===== src/rtl/core/rltn_pkg.sv =====
// Shared types, character constants and helpers for the radix literal converter.
`default_nettype none
package rltn_pkg;

   localparam logic [7:0] CHAR_POINT  = 8'h2E;
   localparam logic [7:0] CHAR_ZERO   = 8'h30;
   localparam logic [7:0] CHAR_NINE   = 8'h39;
   localparam logic [7:0] CHAR_LOW_A  = 8'h61;
   localparam logic [7:0] CHAR_LOW_F  = 8'h66;
   localparam logic [7:0] CHAR_UP_A   = 8'h41;
   localparam logic [7:0] CHAR_UP_F   = 8'h46;

   localparam logic [4:0] RADIX_MIN   = 5'd2;
   localparam logic [4:0] RADIX_MAX   = 5'd16;
   localparam logic [4:0] RADIX_TEN   = 5'd10;
   localparam logic [3:0] HEX_LETTER_BASE = 4'd10;

   localparam int MANTISSA_W = 64;
   localparam int FRACTION_W = 6;
   localparam int PRODUCT_W  = MANTISSA_W + 5;

   typedef enum logic [1:0] {
      STATUS_OK           = 2'd0,
      STATUS_BAD_CHAR     = 2'd1,
      STATUS_RADIX        = 2'd2,
      STATUS_SECOND_POINT = 2'd3
   } status_type;

   typedef struct packed {
      logic [7:0] char_code;
      logic [4:0] radix;
      logic       last_char;
   } item_type;

   typedef struct packed {
      logic       is_point;
      logic       is_bad;
      logic       is_upper;
      logic [3:0] digit;
   } char_class_type;

   typedef struct packed {
      logic [MANTISSA_W-1:0] mantissa;
      logic [FRACTION_W-1:0] fraction_digits;
      logic                  overflowed;
      status_type            status;
   } result_type;

   function automatic logic [4:0] clamp_radix(input logic [4:0] radix);
      logic [4:0] r;
      r = radix;
      if (radix < RADIX_MIN) begin
         r = RADIX_MIN;
      end else if (radix > RADIX_MAX) begin
         r = RADIX_MAX;
      end
      return r;
   endfunction

endpackage
`default_nettype wire


===== src/rtl/core/rltn_classify.sv =====
// Character decoder: point, digit value, upper-case hex letter or invalid.
`default_nettype none
module rltn_classify (
   input  wire logic [7:0]                   char_code,
   output rltn_pkg::char_class_type          char_class
);

   always_comb begin
      char_class          = '0;
      char_class.is_point = (char_code == rltn_pkg::CHAR_POINT);
      if (char_code >= rltn_pkg::CHAR_ZERO && char_code <= rltn_pkg::CHAR_NINE) begin
         char_class.digit = 4'(char_code - rltn_pkg::CHAR_ZERO);
      end else if (char_code >= rltn_pkg::CHAR_LOW_A && char_code <= rltn_pkg::CHAR_LOW_F) begin
         char_class.digit = 4'(char_code - rltn_pkg::CHAR_LOW_A) + rltn_pkg::HEX_LETTER_BASE;
      end else if (char_code >= rltn_pkg::CHAR_UP_A && char_code <= rltn_pkg::CHAR_UP_F) begin
         char_class.is_upper = 1'b1;
      end else if (!char_class.is_point) begin
         char_class.is_bad = 1'b1;
      end
   end

endmodule
`default_nettype wire


===== src/rtl/core/rltn_accum.sv =====
// Literal state: saturating multiply-add accumulator, fraction count and error tracking.
`default_nettype none
module rltn_accum #(
   parameter int MAX_FRACTION_DIGITS = 32
) (
   input  wire logic                     clock,
   input  wire logic                     reset,
   input  wire logic                     step,
   input  wire rltn_pkg::item_type       item,
   input  wire rltn_pkg::char_class_type char_class,
   output rltn_pkg::result_type          result
);

   localparam logic [rltn_pkg::FRACTION_W-1:0] FRAC_CAP =
      rltn_pkg::FRACTION_W'(MAX_FRACTION_DIGITS);

   logic [rltn_pkg::MANTISSA_W-1:0] acc_ff, acc_in;
   logic [rltn_pkg::FRACTION_W-1:0] frac_ff, frac_in;
   logic                            point_ff, point_in;
   rltn_pkg::status_type            class_err_ff, class_err_in;
   logic                            range_err_ff, range_err_in;
   logic                            sat_ff, sat_in;
   logic [4:0]                      radix_ff, radix_in;
   logic                            mid_ff;
   logic [4:0]                      radix_cur;
   logic [rltn_pkg::PRODUCT_W-1:0]  product;

   assign radix_cur = mid_ff ? radix_ff : rltn_pkg::clamp_radix(item.radix);
   assign product   = rltn_pkg::PRODUCT_W'(acc_ff) * rltn_pkg::PRODUCT_W'(radix_cur)
                    + rltn_pkg::PRODUCT_W'(char_class.digit);

   always_comb begin
      acc_in       = acc_ff;
      frac_in      = frac_ff;
      point_in     = point_ff;
      class_err_in = class_err_ff;
      range_err_in = range_err_ff;
      sat_in       = sat_ff;
      radix_in     = radix_cur;
      if (char_class.is_point) begin
         if (radix_cur != rltn_pkg::RADIX_TEN) begin
            if (class_err_ff == rltn_pkg::STATUS_OK) begin
               class_err_in = rltn_pkg::STATUS_RADIX;
            end
         end else if (point_ff) begin
            if (class_err_ff == rltn_pkg::STATUS_OK) begin
               class_err_in = rltn_pkg::STATUS_SECOND_POINT;
            end
         end else begin
            point_in = 1'b1;
         end
      end else if (char_class.is_bad) begin
         if (class_err_ff == rltn_pkg::STATUS_OK) begin
            class_err_in = rltn_pkg::STATUS_BAD_CHAR;
         end
      end else if (char_class.is_upper || 5'(char_class.digit) >= radix_cur) begin
         range_err_in = 1'b1;
      end else if (point_ff && frac_ff >= FRAC_CAP) begin
         sat_in = 1'b1;
      end else begin
         if (point_ff) begin
            frac_in = frac_ff + 1'b1;
         end
         if (product[rltn_pkg::PRODUCT_W-1:rltn_pkg::MANTISSA_W] != '0) begin
            acc_in = '1;
            sat_in = 1'b1;
         end else begin
            acc_in = product[rltn_pkg::MANTISSA_W-1:0];
         end
      end
   end

   always_comb begin
      result.mantissa        = acc_in;
      result.fraction_digits = frac_in;
      result.overflowed      = sat_in;
      if (class_err_in != rltn_pkg::STATUS_OK) begin
         result.status = class_err_in;
      end else if (range_err_in) begin
         result.status = rltn_pkg::STATUS_RADIX;
      end else begin
         result.status = rltn_pkg::STATUS_OK;
      end
   end

   always_ff @(posedge clock) begin
      if (reset || (step && item.last_char)) begin
         acc_ff       <= '0;
         frac_ff      <= '0;
         point_ff     <= 1'b0;
         class_err_ff <= rltn_pkg::STATUS_OK;
         range_err_ff <= 1'b0;
         sat_ff       <= 1'b0;
         radix_ff     <= rltn_pkg::RADIX_TEN;
         mid_ff       <= 1'b0;
      end else if (step) begin
         acc_ff       <= acc_in;
         frac_ff      <= frac_in;
         point_ff     <= point_in;
         class_err_ff <= class_err_in;
         range_err_ff <= range_err_in;
         sat_ff       <= sat_in;
         radix_ff     <= radix_in;
         mid_ff       <= 1'b1;
      end
   end

   a_frac_capped: assert property (@(posedge clock) disable iff (reset)
      frac_ff <= FRAC_CAP)
      else $error("fraction count above cap");

   a_idle_clear: assert property (@(posedge clock) disable iff (reset)
      !mid_ff |-> (acc_ff == '0 && frac_ff == '0 && !point_ff && !sat_ff))
      else $error("literal state not cleared between literals");

   a_point_radix_ten: assert property (@(posedge clock) disable iff (reset)
      point_ff |-> (radix_ff == rltn_pkg::RADIX_TEN))
      else $error("point accepted outside radix ten");

   a_frac_needs_point: assert property (@(posedge clock) disable iff (reset)
      (frac_ff != '0) |-> point_ff)
      else $error("fraction digits counted without a point");

   a_radix_in_range: assert property (@(posedge clock) disable iff (reset)
      (radix_ff >= rltn_pkg::RADIX_MIN && radix_ff <= rltn_pkg::RADIX_MAX))
      else $error("latched radix out of range");

endmodule
`default_nettype wire


===== src/rtl/core/radix_literal_to_number_top.sv =====
// Top level of the radix literal converter: input register, accumulator and result register.
`default_nettype none
// Converts a numeric literal, one character per item, into a saturating 64-bit mantissa,
// a count of fraction digits, an overflow flag and a status. The radix is sampled with the
// first character of each literal; one result item follows the item marked last_char.
// Throughput is one character per cycle unless a last character waits on a full result
// register; the accumulator's combinational multiply-add by the radix sets this rate. An
// accepted item is registered, then processed; a last character's result goes to the
// result register and rsp_valid. That register lets a new character be accepted while
// a result waits to be taken; a last character waits only while that register is full.
module radix_literal_to_number_top #(
   parameter int MAX_FRACTION_DIGITS = 32
) (
   input  wire logic        clock,
   input  wire logic        reset,
   input  wire logic        req_valid,
   output logic             req_ready,
   input  wire logic [7:0]  req_char_code,
   input  wire logic [4:0]  req_radix,
   input  wire logic        req_last_char,
   output logic             rsp_valid,
   input  wire logic        rsp_ready,
   output logic [63:0]      rsp_mantissa,
   output logic [5:0]       rsp_fraction_digits,
   output logic             rsp_overflowed,
   output logic [1:0]       rsp_status
);

   logic                      in_valid_ff;
   rltn_pkg::item_type        in_item_ff;
   logic                      out_free;
   logic                      step;
   rltn_pkg::char_class_type  char_class;
   rltn_pkg::result_type      result;
   logic                      rsp_valid_ff;
   rltn_pkg::result_type      rsp_ff;

   assign out_free  = !rsp_valid_ff || rsp_ready;
   assign step      = in_valid_ff && (!in_item_ff.last_char || out_free);
   assign req_ready = !in_valid_ff || step;

   always_ff @(posedge clock) begin
      if (reset) begin
         in_valid_ff <= 1'b0;
      end else if (req_ready) begin
         in_valid_ff <= req_valid;
      end
   end

   always_ff @(posedge clock) begin
      if (req_valid && req_ready) begin
         in_item_ff.char_code <= req_char_code;
         in_item_ff.radix     <= req_radix;
         in_item_ff.last_char <= req_last_char;
      end
   end

   rltn_classify u_classify (
      .char_code  (in_item_ff.char_code),
      .char_class (char_class)
   );

   rltn_accum #(
      .MAX_FRACTION_DIGITS (MAX_FRACTION_DIGITS)
   ) u_accum (
      .clock      (clock),
      .reset      (reset),
      .step       (step),
      .item       (in_item_ff),
      .char_class (char_class),
      .result     (result)
   );

   always_ff @(posedge clock) begin
      if (reset) begin
         rsp_valid_ff <= 1'b0;
      end else if (step && in_item_ff.last_char) begin
         rsp_valid_ff <= 1'b1;
      end else if (rsp_ready) begin
         rsp_valid_ff <= 1'b0;
      end
   end

   always_ff @(posedge clock) begin
      if (step && in_item_ff.last_char) begin
         rsp_ff <= result;
      end
   end

   assign rsp_valid           = rsp_valid_ff;
   assign rsp_mantissa        = rsp_ff.mantissa;
   assign rsp_fraction_digits = rsp_ff.fraction_digits;
   assign rsp_overflowed      = rsp_ff.overflowed;
   assign rsp_status          = rsp_ff.status;

endmodule
`default_nettype wire

===== config.mk =====
export PLATFORM = sky130hd
export DESIGN_NAME = radix_literal_to_number_top
export DESIGN_NICKNAME = d
export VERILOG_FILES = /design/src/rtl/core/rltn_pkg.sv /design/src/rtl/core/rltn_classify.sv /design/src/rtl/core/rltn_accum.sv /design/src/rtl/core/radix_literal_to_number_top.sv
export SDC_FILE = /design/constraint.sdc
export NUM_CORES = 1
export LEC_CHECK = 0
export BUFFER_PORTS_ARGS = -buffer_cell sky130_fd_sc_hd__clkbuf_2
export CAP_MARGIN = 30
export CORE_MARGIN = 2
export CORE_UTILIZATION = 56
export DETAILED_ROUTE_END_ITERATION = 8
export PLACE_DENSITY_LB_ADDON = 0.15
export SYNTH_ARGS = -nofsm -noshare
export SYNTH_HDL_FRONTEND = slang
export SYNTH_SLANG_ARGS = --single-unit

===== constraint.sdc =====
create_clock -name clock -period 8.5 [get_ports clock]
set_input_delay 0 -clock clock [delete_from_list [all_inputs] [get_ports clock]]
set_output_delay 0 -clock clock [all_outputs]
set_load 0.01 [all_outputs]

==> run summary <==
The run gives 1 as the initial antenna violation count. The width of the die was 186 um. The post-CTS repair timing setup buffer count came out at 0.

Once detail routing completed, the nets flagged for antenna violations numbered 0. The per-cell routed wire length came out at 16.8 um. Flop and latch count out of synthesis: 170.

Dividing total power by cell area gives a power density of 93.7 nW/um^2. The run gives 6 as the first-pass iteration count of the detailed router. The number of hold buffers added after cts was 18; the maximum number of pins on one net before global-route repair was 72. Of the cells placed in the final design, the portion with a size suffix greater than 1 is 7.17%. Summing the areas of all compound-gate instances in the mapped netlist gives 15.5% of the synthesized area. During I/O placement, the number of pins put on the boundary was 93.

The worst register-to-register path begins at in_item_ff[5]. After synthesis, the largest area contributor takes up 20.6% of total cell area. After synthesis, the cell types taking the most area are sky130_fd_sc_hd__fa_1 21%, sky130_fd_sc_hd__edfxtp_1 14%, sky130_fd_sc_hd__and2_1 10%, sky130_fd_sc_hd__ha_1 10%, sky130_fd_sc_hd__dfxtp_1 9.0%. The final period demand of the worst path is 7.25 ns, and the wire length of the first global-routing pass is 73.2 mm. The tools report the worst-case headroom to the max-slew limit as 42.3%. Summing the areas of all xor and xnor instances in the mapped netlist gives 3.37% of the synthesized area. Along the worst path, the maximum fanout reaches 68. The clock arrives with 0.0147 ns of skew.

The leakage component of the power is 9.57 nW, and the synthesis-to-layout area growth is 8.34%. The run gives 170 as the CTS sink count. For the pin with the worst max-slew slack, the measured transition is 0.866 ns. Counting instances, the worst hold path has a depth of 2. The first routing iteration left 824 violations.

The final layout contains 2490 nets. The flow ran to the end, and the final reports show no timing, DRC or antenna violations. Biggest cell delay along the critical path: 0.62 ns. Global routing used 26.7% of the available tracks.

Tracing the worst setup path back leads to its startpoint at in_item_ff[5]. Setup repair after global routing left no endpoint under its margin. The capture endpoint of the worst hold path is in_item_ff[2].

The worst setup path is captured at a flip-flop. Counting flops with a built-in enable in the synthesized netlist gives 87. The worst setup path is of the reg -> reg kind.

The signal on the critical path passes through nor2_1, a22o_2, buf_4, and2_1, fa_1, fa_1, fa_1, ha_1, o211ai_1, a2111oi_0, a22oi_1, a21oi_1, o2111ai_1, a21oi_1, a31oi_1, xnor2_1, nor4b_4, buf_12, a31oi_1. The floorplan has 66 rows. The run gives 47.5% as the part of the power in registers.

The via count of the first global-routing pass was 14700. The final critical path takes up 85.3% of the cycle. During synthesis, Yosys emitted a total of 0 warnings. Detailed placement finished with a half-perimeter wire length of 32.6 mm. The worst register-to-register path has a depth of 19. The total detailed-routing wirelength is 43.4 mm, and the summed instance area of the synthesized netlist is 18500 um^2. After synthesis, the most frequently instantiated cells are 305 x sky130_fd_sc_hd__and2_1, 285 x sky130_fd_sc_hd__inv_1, 190 x sky130_fd_sc_hd__fa_1, 153 x sky130_fd_sc_hd__nor2_1, 147 x sky130_fd_sc_hd__ha_1. The run gives 14800 as the total vias in the final route. The post-synthesis area per instance works out to 8.79 um^2. Input and output buffers added on the ports amount to 92. The total area inside the core boundary comes to 32500 um^2. The final max-slew violation count came out at 0. The count of unique library cells instantiated by Yosys came out at 61. Global routing finished with a remaining overflow of 0.

The worst hold path begins at req_radix[1]. The logs give 12700 um^2 for the multi-input logic area and 138 MHz for the highest achievable clock rate. sky130_fd_sc_hd__and2_1 is the most common cell in the netlist.

Across the VDD grid, the largest voltage drop is 0.000149 V. The run gives 9.9% as the logic gate share of total power. Of all cell types, the one taking the most synthesized area is sky130_fd_sc_hd__fa_1. The tools report the total of fill cells in the finished design as 2894.

The cell area reported after detailed placement was 19200 um^2; the clock transition at the register clock pins on the worst setup and hold paths after CTS was 0.08 ns. Clock tree buffer depth: 2. The switching power share of the total came out at 28.1%. Setup violations remaining at the end of the flow were counted as 0. For this configuration, the core starts out at a cell density of 56.7%.

Counting flops with an async set or reset pin after synthesis yields a share of 0%. The tools report the setup slack of the worst register-to-register path as 1.25 ns. The clock network latency to the later pin of the worst-skew pair was 0.47 ns. The kind of start point of the critical path is a flip-flop.

The tools report the footprint of the flip-flops and latches as 4270 um^2. In the synthesized netlist, the number of instances is 2099. The hold violation count in the final report came out at 0. The slowest library cell on the worst path is sky130_fd_sc_hd__a22o_2.

Buffers inserted during clock tree synthesis total 17. The tools report the portion of total power attributed to the clock network as 42.6%. At the worst endpoint, the arrival time is 7.41 ns. The tools report the endpoint of the worst register-to-register path as rsp_mantissa[19]. The global placement routability congestion was 0.897. Across the run, the number of max-cap violations was 0. The share of the Yosys chip area taken by registers is 23.2%.

The mux cell area share after synthesis was 0.339%. The worst hold path belongs to the class in -> reg. At the worst endpoint, the required time is 8.66 ns.

TritonCTS built the clock tree. Among the stages of the critical path, the cell type that occurs most often is sky130_fd_sc_hd__fa_1. In the routed design, unresolved DRC markers number 0.

In the routed layout, each cell is associated on average with a via count of 5.70. Hold timing on the final database bottoms out at a slack of 0.241 ns. The die area is 34400 um^2, and the switching power summed over all nets is 0.526 mW. After synthesis, the largest family of logic cells by area is adder cells. The arithmetic-cell share of the synthesized area counting full adders, half adders and majority gates was 30.6%. The finished cells cover 20000 um^2. Clock tree synthesis selected as its root buffer the cell sky130_fd_sc_hd__clkbuf_16. In the final timing run, aggregate negative setup slack is 0 ns. Synthesis produced a netlist with a net count of 2454. The internal portion of the total power is 1.35 mW. In this run, post-CTS repair resized a total of 0 instances.

The die height is 186 um. In the synthesized netlist the dominant register cell turns out to be sky130_fd_sc_hd__edfxtp_1. The level count of the clock H-tree is 4, and the simple-gate area share of the yosys netlist is 18.9%.
==> critical path, delay by kind of cell (launching register included) <==
family	cells	cell delay, ns
AOI/OAI and AO/OA	9	2.75
xor gates and xnor gates	1	0.18
adders and majority gates	4	1.85
buffers and inverters	2	0.79
DFF	1	0.46
and+or+nand+nor	3	0.84
==> sequential cells by signal, indices dropped and copies added, names as in the netlist, 2 cells and up <==
register / flops
u_accum.radix_ff: 5
in_item_ff: 14
u_accum.class_err_ff: 2
u_accum.frac_ff: 6
rsp_fraction_digits: 6
rsp_status: 2
u_accum.acc_ff: 64
rsp_mantissa: 64
==> power by group through the flow <==
stage,clock (mW),combinational [mW],sequential (mW)
finish,0.799,0.186,0.890
global route,0.846,0.206,0.892
global placement,0,0.170,0.908
floorplan,0,0.118,0.906
detailed placement,0,0.179,0.908
CTS,0.813,0.185,0.890
==> how the worst max path moves through the flow <==
stage / to / cells past startpoint
after floorplan: rsp_mantissa[4] / 24
after CTS: rsp_mantissa[19] / 19
after global routing: rsp_mantissa[19] / 19
final: rsp_mantissa[19] / 19
after global placement: rsp_mantissa[19] / 20
after detailed placement: rsp_mantissa[19] / 19
==> logic make-up (layout without fill, tap and decap cells) <==
group | count (synthesis) | after routing
buffers and inverters | 391 | 440
DFF | 170 | 170
and+or+nand+nor | 655 | 655
xor gates and xnor gates | 71 | 71
other | 0 | 1
muxes | 6 | 6
AOI/OAI and AO/OA | 469 | 469
adders and majority gates | 337 | 337
==> through the flow <==
stage,setup slack (ns),utilization (%),std cells,power (mW)
final,1.25,61.5,2591,1.87
after floorplan,2.25,-,2099,1.02
after detailed placement,1.31,59.1,2540,1.09
after CTS,1.29,61.5,2590,1.89
after global placement,1.47,59.0,2538,1.08
after global routing,0.781,61.5,2590,1.94
==> routing by layer <==
layer / vias to the layer above / wire length, um / share of wire [%] / GRT usage, %
met2: 381 / 21200 / 49 / 45.7
met3: 56 / 2100 / 4.8 / 4.46
met5: - / 0 / 0 / 0
met4: 0 / 833 / 1.9 / 7.24
met1: 7239 / 19300 / 44 / 35.1
li1: 7081 / - / - / -
==> cells in the final DEF, fill, tap and decap left out, types with 5 or more instances in the layout <==
cell	netlist	final
sky130_fd_sc_hd__and2_1	305	304
sky130_fd_sc_hd__inv_1	285	285
sky130_fd_sc_hd__fa_1	190	190
sky130_fd_sc_hd__nor2_1	153	151
sky130_fd_sc_hd__ha_1	147	147
sky130_fd_sc_hd__a31oi_1	134	134
sky130_fd_sc_hd__o21ai_0	122	122
sky130_fd_sc_hd__a21oi_1	97	97
sky130_fd_sc_hd__nand2_1	92	92
sky130_fd_sc_hd__clkbuf_2	0	92
sky130_fd_sc_hd__edfxtp_1	87	87
sky130_fd_sc_hd__dfxtp_1	83	83
sky130_fd_sc_hd__xnor2_1	38	38
sky130_fd_sc_hd__xor2_1	33	33
sky130_fd_sc_hd__a21o_1	27	27
sky130_fd_sc_hd__nand4_1	21	21
sky130_fd_sc_hd__dlygate4sd3_1	0	18
sky130_fd_sc_hd__clkbuf_16	0	17
sky130_fd_sc_hd__o21bai_1	14	14
sky130_fd_sc_hd__nor3_1	14	14
sky130_fd_sc_hd__o21a_1	12	12
sky130_fd_sc_hd__and3_1	12	11
sky130_fd_sc_hd__a211oi_1	11	11
sky130_fd_sc_hd__or3_1	11	11
sky130_fd_sc_hd__nand3_1	10	10
sky130_fd_sc_hd__o211ai_1	10	10
sky130_fd_sc_hd__buf_4	6	9
sky130_fd_sc_hd__nor2b_1	8	8
sky130_fd_sc_hd__nand2b_1	7	7
sky130_fd_sc_hd__nor4_1	5	5
==> final cells by class <==
cell class	instances	area share, %
multi-input combinational	1538	63.6
sequential	170	21.4
antenna	1	0.0125
timing repair buffer	123	3.94
tap	442	2.77
clock buffer	18	2.15
clock inverter	14	0.770
inverter	285	5.35
Power figures use the tool's default switching activity.
